## src/rtl/bwns_pkg.sv

```systemverilog
`timescale 1ns / 1ps

package bwns_pkg;

  // Table geometry
  localparam int MAX_NODES    = 16384;
  localparam int BUCKET_NODES = 1024;
  localparam int NUM_BUCKETS  = (MAX_NODES + BUCKET_NODES - 1) / BUCKET_NODES;

  localparam int IDX_W  = $clog2(MAX_NODES);
  localparam int NODE_W = $clog2(MAX_NODES + 1);
  localparam int BKT_W  = $clog2(NUM_BUCKETS);
  localparam int OFF_W  = $clog2(BUCKET_NODES);

  // Field widths
  localparam int OP_W   = 2;
  localparam int ST_W   = 2;
  localparam int CNT_W  = 16;
  localparam int SUM_W  = 32;
  localparam int BASE_W = 8;
  localparam int AMT_W  = 8;

  localparam logic [BASE_W-1:0] BASE_RESET = BASE_W'(4);
  localparam logic [CNT_W-1:0]  COUNT_MAX  = {CNT_W{1'b1}};

  // Operation codes
  localparam logic [OP_W-1:0] OP_ADD_NODE   = 2'd0;
  localparam logic [OP_W-1:0] OP_ADD_AMOUNT = 2'd1;
  localparam logic [OP_W-1:0] OP_SELECT     = 2'd2;
  localparam logic [OP_W-1:0] OP_NONE       = 2'd3;

  // Status codes
  localparam logic [ST_W-1:0] ST_OK     = 2'd0;
  localparam logic [ST_W-1:0] ST_RANGE  = 2'd1;
  localparam logic [ST_W-1:0] ST_FULL   = 2'd2;
  localparam logic [ST_W-1:0] ST_ABSENT = 2'd3;

  typedef struct packed {
    logic [OP_W-1:0]  operation;
    logic [IDX_W-1:0] node_index;
    logic [AMT_W-1:0] amount;
    logic [SUM_W-1:0] target;
  } in_word_t;

  typedef struct packed {
    logic [IDX_W-1:0] chosen_node;
    logic [ST_W-1:0]  status;
    logic [SUM_W-1:0] total_weight;
  } out_word_t;

  // Request to the shared add/compare unit: a + b + mul_n * base, compared to target
  typedef struct packed {
    logic [SUM_W-1:0]  a;
    logic [SUM_W-1:0]  b;
    logic [NODE_W-1:0] mul_n;
    logic [BASE_W-1:0] base;
    logic [SUM_W-1:0]  target;
  } alu_req_t;

  typedef struct packed {
    logic [SUM_W-1:0] sum;
    logic             gt;
  } alu_rsp_t;

  typedef enum logic [3:0] {
    S_IDLE,
    S_DECODE,
    S_BKT_LOAD,
    S_BKT_TEST,
    S_NODE_RD,
    S_NODE_ACC,
    S_AMT_WR,
    S_AMT_SUM,
    S_RESP
  } state_t;

endpackage

```

## src/rtl/bwns_alu.sv

```systemverilog
`timescale 1ns / 1ps

module bwns_alu
  import bwns_pkg::*;
(
  input  alu_req_t req,
  output alu_rsp_t rsp
);

  logic [NODE_W+BASE_W-1:0] prod;

  // Scale the node count by the base weight, add both operands, test against target
  always_comb begin
    prod    = NODE_W'(req.mul_n) * (NODE_W+BASE_W)'(req.base);
    rsp.sum = req.a + req.b + SUM_W'(prod);
    rsp.gt  = rsp.sum > req.target;
  end

endmodule

```

## config.mk

```make
export PLATFORM = sky130hd
export DESIGN_NAME = bwns_alu
export DESIGN_NICKNAME = d
export VERILOG_FILES = /design/src/rtl/bwns_pkg.sv /design/src/rtl/bwns_alu.sv
export SDC_FILE = /design/constraint.sdc
export NUM_CORES = 1
export LEC_CHECK = 0
export BUFFER_PORTS_ARGS = -buffer_cell sky130_fd_sc_hd__buf_2
export CORE_MARGIN = 4
export CORE_UTILIZATION = 50
export DETAILED_ROUTE_END_ITERATION = 8
export GPL_TIMING_DRIVEN = 0
export PLACE_DENSITY = 0.75
export SLEW_MARGIN = 25
export SYNTH_ARGS = -nofsm -noshare
export SYNTH_HDL_FRONTEND = slang
export SYNTH_SLANG_ARGS = --single-unit
```

## constraint.sdc

```tcl
create_clock -name vclk -period 9.67
set_clock_uncertainty 0.2 [all_clocks]
set_input_delay 0.4835 -clock vclk [all_inputs]
set_output_delay 0.4835 -clock vclk [all_outputs]
set_load 0.02 [all_outputs]
```

==> results of run 1 <==
[cells in the mapped netlist (all sizes together) (4+ instances only)]
master  count
inv       206
a31oi       4
a21o       29
nand2      62
nor2       19
ha         97
xor2       12
o21ai      20
nor3        4
o21a        5
a21oi      36
a211oi      6
and2       83
clkbuf     15
fa        121
nand3       7
o31ai       4
nand4      16
xnor2      17
[critical path, stage by stage]
cell and delay, ns:
buf_2 0.17, clkbuf_1 0.48, nand2_1 0.16, fa_1 0.53
inv_1 0.05, fa_1 0.50, inv_1 0.05, fa_1 0.53
inv_1 0.05, fa_1 0.49, inv_1 0.05, fa_1 0.48
inv_1 0.04, ha_1 0.35, a2111oi_0 0.36, o21ai_0 0.23
a41o_1 0.32, a21oi_1 0.34, o211a_1 0.28, o31ai_1 0.11
xor2_1 0.18, ha_1 0.32, nand4_1 0.14, nor4_1 0.44
nand3_1 0.16, nand3_1 0.11, nand2_1 0.05, buf_2 0.16
[through the flow]
stage / util (%) / instances / setup slack [ns] / area (um^2)
after global routing: 59.7 / 1122 / 0.771 / 7650
after floorplan: - / 798 / 2.02 / 6680
after CTS: 59.7 / 1122 / 1.36 / 7650
final: 59.7 / 1122 / 1.35 / 7650
after global placement: 59.7 / 1122 / 1.46 / 7650
after detailed placement: 59.7 / 1122 / 1.36 / 7650
[cell families (layout without fill, tap and decap cells)]
group	count (synthesis)	count (layout)	share of synthesized area, %
and+or+nand+nor	206	206	16.3
xor gates and xnor gates	29	29	3.81
muxes	1	1	0.150
buffers and inverters	224	376	13.6
adders and majority gates	218	218	54.5
AOI/OAI and AO/OA	120	120	11.7
[per-layer routing]
layer / vias up / global-route usage, % / routed length (um) / part of all wire [%]
met5: - / 0 / 0 / 0
met4: 0 / 2.15 / 178 / 1.2
met3: 18 / 1.05 / 758 / 4.9
met2: 141 / 36.7 / 7820 / 51
met1: 2793 / 27.8 / 6590 / 43
li1: 2791 / - / - / -
[path summary, 6_finish.rpt]
check	from	to	cells after the start
min	req[87]	rsp[1]	3
max	req[32]	rsp[0]	28
[final cells by class]
type / count / area (um^2) / share of cell area (%)
multi-input combinational: 574 / 5770 / 75.4
inverter: 206 / 773 / 10.1
timing repair buffer: 152 / 761 / 9.94
tap: 172 / 215 / 2.81
buffer: 18 / 136 / 1.78
==> flow_metrics.py, run 1 <==
metrics = {
    "yosys": {
        "yosysWarnings": 0,
        "syn_nets": 1135,
        "yosysSeqAreaShare_pct": 0,
        "synthesis.area_um2": 6680,
        "ys_types": 50,
        "post_synth.cell_area_avg_um2": 8.36,
        "syn_inst": 798,
        "yosysTopAreaCellShare_pct": 36.3,
        "yosysTopAreaCell": "fa_1",
        "synthTopCellsByArea": "fa_1, ha_1, inv_1, and2_1, nand2_1",
    },
    "timing": {
        "setup_tns_ns": 0,
        "report.final.slew_viol_count": 0,
        "tightest_slew_ns": 0.594,
        "hold-worst-slack_ns": 1.15,
        "max_freq_ghz": 0.120,
        "rsz0062_at_grt": "no",
        "setup_violations": 0,
        "hold_viol": 0,
        "maxSlewHeadroom_pct": 60.0,
        "layout_min_cycle_time_ns": 8.32,
        "fin_crit_sh_pct": 86.0,
    },
    "grt": {
        "grt.overflow.total": 0,
        "grt_usage_pct": 20.3,
        "antenna_found_initial": 0,
        "grt_max_degree": 11,
        "grt_pass1_vias": 5599,
        "grt_pass1_wl_um": 25300,
    },
    "floorplan": {
        "dieArea_um2": 15300,
        "dieWidth_um": 124,
        "fp.dieH_um": 124,
        "io_pins": 152,
        "core_um2": 12800,
        "start_util_pct": 52.0,
        "rows": 41,
    },
    "worst_setup_path": {
        "crit_required_ns": 8.99,
        "endpoint_kind": "primary output",
        "critPathKind": "primary input to primary output",
        "worstPathArrival_ns": 7.63,
        "start_kind": "primary input",
        "crit_fanout": 10,
    },
    "final_layout": {
        "antenna_cells": 0,
        "seq_cell_count": 0,
        "area_growth_pct": 14.6,
        "final_cell_mix": "inv_1, buf_2, fa_1, ha_1, and2_1",
        "nClkBuffers": 0,
        "layout.area.seq_um2": 0,
        "mostFrequentLayoutCell": "inv_1",
        "fillers": 1237,
        "nets": 1289,
        "drive_above_1_share_pct": 17.5,
    },
    "clock_tree": {
        "cts_resized": 0,
        "postCtsSetupBuffers": 0,
        "holdBufCountCts": 0,
    },
    "route": {
        "drtIter0Drc": 283,
        "drtPass1Iterations": 4,
        "ant_nets": 0,
        "via_per_inst": 5.12,
        "vias": 5743,
        "drc": 0,
        "wl_per_cell_um": 13.7,
        "wl_um": 15400,
    },
    "min_path": {
        "hp-class": "primary input to primary output",
    },
    "run_status": {
        "outcome": "finished, final reports clean",
    },
    "place": {
        "gp_congestion": 0.890,
        "io_buffers": 152,
        "dp_hpwl_um": 14100,
    },
    "flow_run": {
        "maxCapViolCount": 0,
    },
}
Power of run 1 is not shown: default switching activity piles up to over one toggle a cycle in this logic, so the estimate is an artifact.
==> inputs of run 2 (changes only) <==
Settings changed: MAX_ROUTING_LAYER set to met4.
==> flow_metrics.py, run 2 (same netlist as run 1, synthesis figures left out) <==
metrics = {
    "floorplan": {
        "core_um2": 12800,
        "dieArea_um2": 15300,
        "rows": 41,
        "io_pins": 152,
        "dieWidth_um": 124,
        "fp.dieH_um": 124,
        "start_util_pct": 52.0,
    },
    "timing": {
        "report.final.slew_viol_count": 0,
        "rsz0062_at_grt": "no",
        "setup_tns_ns": 0,
        "layout_min_cycle_time_ns": 8.32,
        "tightest_slew_ns": 0.590,
        "maxSlewHeadroom_pct": 60.3,
        "max_freq_ghz": 0.120,
        "hold_viol": 0,
        "setup_violations": 0,
        "fin_crit_sh_pct": 86.1,
    },
    "route": {
        "ant_nets": 0,
        "drc": 0,
        "drtPass1Iterations": 4,
        "via_per_inst": 5.11,
        "vias": 5739,
        "wl_um": 15300,
        "wl_per_cell_um": 13.6,
        "drtIter0Drc": 296,
    },
    "final_layout": {
        "nClkBuffers": 0,
        "drive_above_1_share_pct": 17.5,
        "layout.area.seq_um2": 0,
        "fillers": 1237,
        "area_growth_pct": 14.6,
        "final_cell_mix": "inv_1, buf_2, fa_1, ha_1, and2_1",
        "antenna_cells": 0,
        "mostFrequentLayoutCell": "inv_1",
        "nets": 1289,
        "seq_cell_count": 0,
    },
    "grt": {
        "grt-busiest-layer": "met2",
        "grt_pass1_vias": 5599,
        "grt_usage_pct": 20.8,
        "use_met1_pct": 27.7,
        "grt.overflow.total": 0,
        "grt_pass1_wl_um": 25200,
        "antenna_found_initial": 0,
        "grt_max_degree": 11,
        "met2_usage_pct": 36.7,
        "use_met3_pct": 0.961,
    },
    "place": {
        "io_buffers": 152,
        "gp_congestion": 0.905,
        "dp_hpwl_um": 14100,
    },
    "clock_tree": {
        "postCtsSetupBuffers": 0,
        "holdBufCountCts": 0,
        "cts_resized": 0,
    },
    "min_path": {
        "hp-class": "primary input to primary output",
    },
    "worst_setup_path": {
        "max_stage_delay_ns": 0.53,
        "cp_num_buf_inv": 8,
        "critPathKind": "primary input to primary output",
        "cpMaxStageDelayCell": "fa_1",
        "critPathTopFamily": "adder cells",
        "endpoint_kind": "primary output",
        "crit_required_ns": 8.99,
        "crit_fanout": 10,
        "worstPathArrival_ns": 7.64,
        "start_kind": "primary input",
    },
    "run_status": {
        "outcome": "finished, final reports clean",
    },
    "flow_run": {
        "maxCapViolCount": 0,
    },
}
## run 2: cell counts in the layout (fill, tap and decap cells not counted)
No cell type changed its count.
## run 2: worst paths after layout
kind  cells after the start    start  slack, ns      to
max                      28  req[32]       1.35  rsp[0]
min                       3  req[87]       1.15  rsp[1]
## run 2: metal layers
| metal | wire length [um] | up-vias |
|---|---|---|
| met3 | 847 | 16 |
| met5 | 0 | - |
| li1 | - | 2790 |
| met2 | 7780 | 151 |
| met1 | 6510 | 2782 |
| met4 | 160 | 0 |
## run 2: area by class of cell
type | count | area [um^2] | area share, %
Multi-Input combinational cell | 574 | 5770 | 75.4
Timing Repair Buffer | 152 | 761 | 9.94
Inverter | 206 | 773 | 10.1
Tap cell | 172 | 215 | 2.81
Buffer | 18 | 136 | 1.78
## run 2: stage by stage
| step | utilization (%) | std cells | setup slack (ns) | hold WS [ns] | instance area, um^2 |
|---|---|---|---|---|---|
| final | 59.7 | 1122 | 1.35 | 1.15 | 7650 |
| after global routing | 59.7 | 1122 | 0.771 | 1.19 | 7650 |
| after CTS | 59.7 | 1122 | 1.36 | 1.16 | 7650 |
| after detailed placement | 59.7 | 1122 | 1.36 | 1.16 | 7650 |
| after global placement | 59.7 | 1122 | 1.46 | 1.16 | 7650 |
| after floorplan | - | 798 | 2.02 | 0.992 | 6680 |
Power of run 2 is left out for the same reason.
==> inputs of run 3 (changes only) <==
Settings changed: CORE_UTILIZATION 50 to 57, PLACE_DENSITY 0.75 to 0.84, SLEW_MARGIN 25 to not set.
==> flow_metrics.py, run 3 (same netlist as run 1, synthesis figures left out) <==
metrics = {
    "final_layout": {
        "layout.area.seq_um2": 0,
        "area_growth_pct": 14.1,
        "multiInputGateArea_um2": 5770,
        "final_cell_mix": "inv_1, buf_2, fa_1, ha_1, and2_1",
        "nets": 1289,
        "post-route-util_pct": 66.7,
        "seq_cell_count": 0,
        "fillers": 992,
        "nClkBuffers": 0,
        "mostFrequentLayoutCell": "inv_1",
        "drive_above_1_share_pct": 17.5,
        "antenna_cells": 0,
    },
    "route": {
        "wl_um": 15000,
        "ant_nets": 0,
        "vias": 5729,
        "wl_per_cell_um": 13.7,
        "drc": 0,
        "via_per_inst": 5.24,
        "drtPass1Iterations": 4,
        "drtIter0Drc": 204,
    },
    "floorplan": {
        "dieArea_um2": 13500,
        "start_util_pct": 58.5,
        "fp.dieH_um": 116,
        "dieWidth_um": 116,
        "rows": 39,
        "io_pins": 152,
        "core_um2": 11400,
    },
    "timing": {
        "setup_violations": 0,
        "maxSlewHeadroom_pct": 57.6,
        "report.final.slew_viol_count": 0,
        "layout_min_cycle_time_ns": 8.27,
        "hold-worst-slack_ns": 1.14,
        "hold_viol": 0,
        "fin_crit_sh_pct": 85.5,
        "tightest_slew_ns": 0.630,
        "max_freq_ghz": 0.121,
        "setup_tns_ns": 0,
        "rsz0062_at_grt": "no",
    },
    "grt": {
        "grt.overflow.total": 0,
        "grt_max_degree": 11,
        "grt_pass1_wl_um": 24600,
        "grt_usage_pct": 22.8,
        "use_met3_pct": 0.881,
        "use_met1_pct": 29.2,
        "antenna_found_initial": 0,
        "met2_usage_pct": 41.2,
        "grt-busiest-layer": "met2",
        "grt_pass1_vias": 5613,
    },
    "min_path": {
        "hp-class": "primary input to primary output",
        "hold_start": "req[87]",
    },
    "worst_setup_path": {
        "crit_fanout": 10,
        "critPathKind": "primary input to primary output",
        "worstPathArrival_ns": 7.58,
        "endpoint_kind": "primary output",
        "crit_required_ns": 8.99,
        "startpoint": "req[32]",
        "start_kind": "primary input",
        "crit_end": "rsp[0]",
    },
    "place": {
        "dp_hpwl_um": 13900,
        "io_buffers": 152,
        "gp_congestion": 0.949,
    },
    "flow_run": {
        "maxCapViolCount": 0,
    },
    "run_status": {
        "outcome": "finished, final reports clean",
    },
    "clock_tree": {
        "holdBufCountCts": 0,
        "postCtsSetupBuffers": 0,
        "cts_resized": 0,
    },
}
run 3: layout make-up:
cell class | instances | area share, %
multi-input combinational | 574 | 75.7
buffer | 18 | 1.79
timing repair buffer | 152 | 9.99
tap | 143 | 2.35
inverter | 206 | 10.2
run 3: worst min path at each step:
stage / depth (start not counted) / endpoint / slack (ns)
finish: 3 / rsp[1] / 1.14
global route: 3 / rsp[1] / 1.17
CTS: 3 / rsp[1] / 1.14
detailed placement: 3 / rsp[1] / 1.14
global placement: 3 / rsp[1] / 1.15
floorplan: 1 / rsp[1] / 0.99
run 3: critical path, cell delays in order:
cell,delay [ns]
buf_2,0.17
clkbuf_1,0.42
nand2_1,0.15
fa_1,0.53
inv_1,0.06
fa_1,0.50
inv_1,0.06
fa_1,0.53
inv_1,0.05
fa_1,0.48
inv_1,0.05
fa_1,0.47
inv_1,0.04
ha_1,0.35
a2111oi_0,0.35
o21ai_0,0.23
a41o_1,0.31
a21oi_1,0.35
o211a_1,0.29
o31ai_1,0.11
xor2_1,0.18
ha_1,0.33
nand4_1,0.15
nor4_1,0.44
nand3_1,0.16
nand3_1,0.12
nand2_1,0.05
buf_2,0.16
run 3: layer usage:
layer  part of all wire [%]  routed length (um)
met5                      0                   0
met4                    1.9                 292
met3                    5.2                 786
met2                     53                7880
met1                     40                6040
run 3: through the flow:
step	instance area [um^2]	worst slack, ns	std cells
3_5_place_dp	7610	1.47	1093
3_3_place_gp	7610	1.53	1093
6_report	7610	1.40	1093
5_1_grt	7610	0.898	1093
2_1_floorplan	6680	2.02	798
4_1_cts	7610	1.46	1093
Power of run 3 is left out for the same reason.
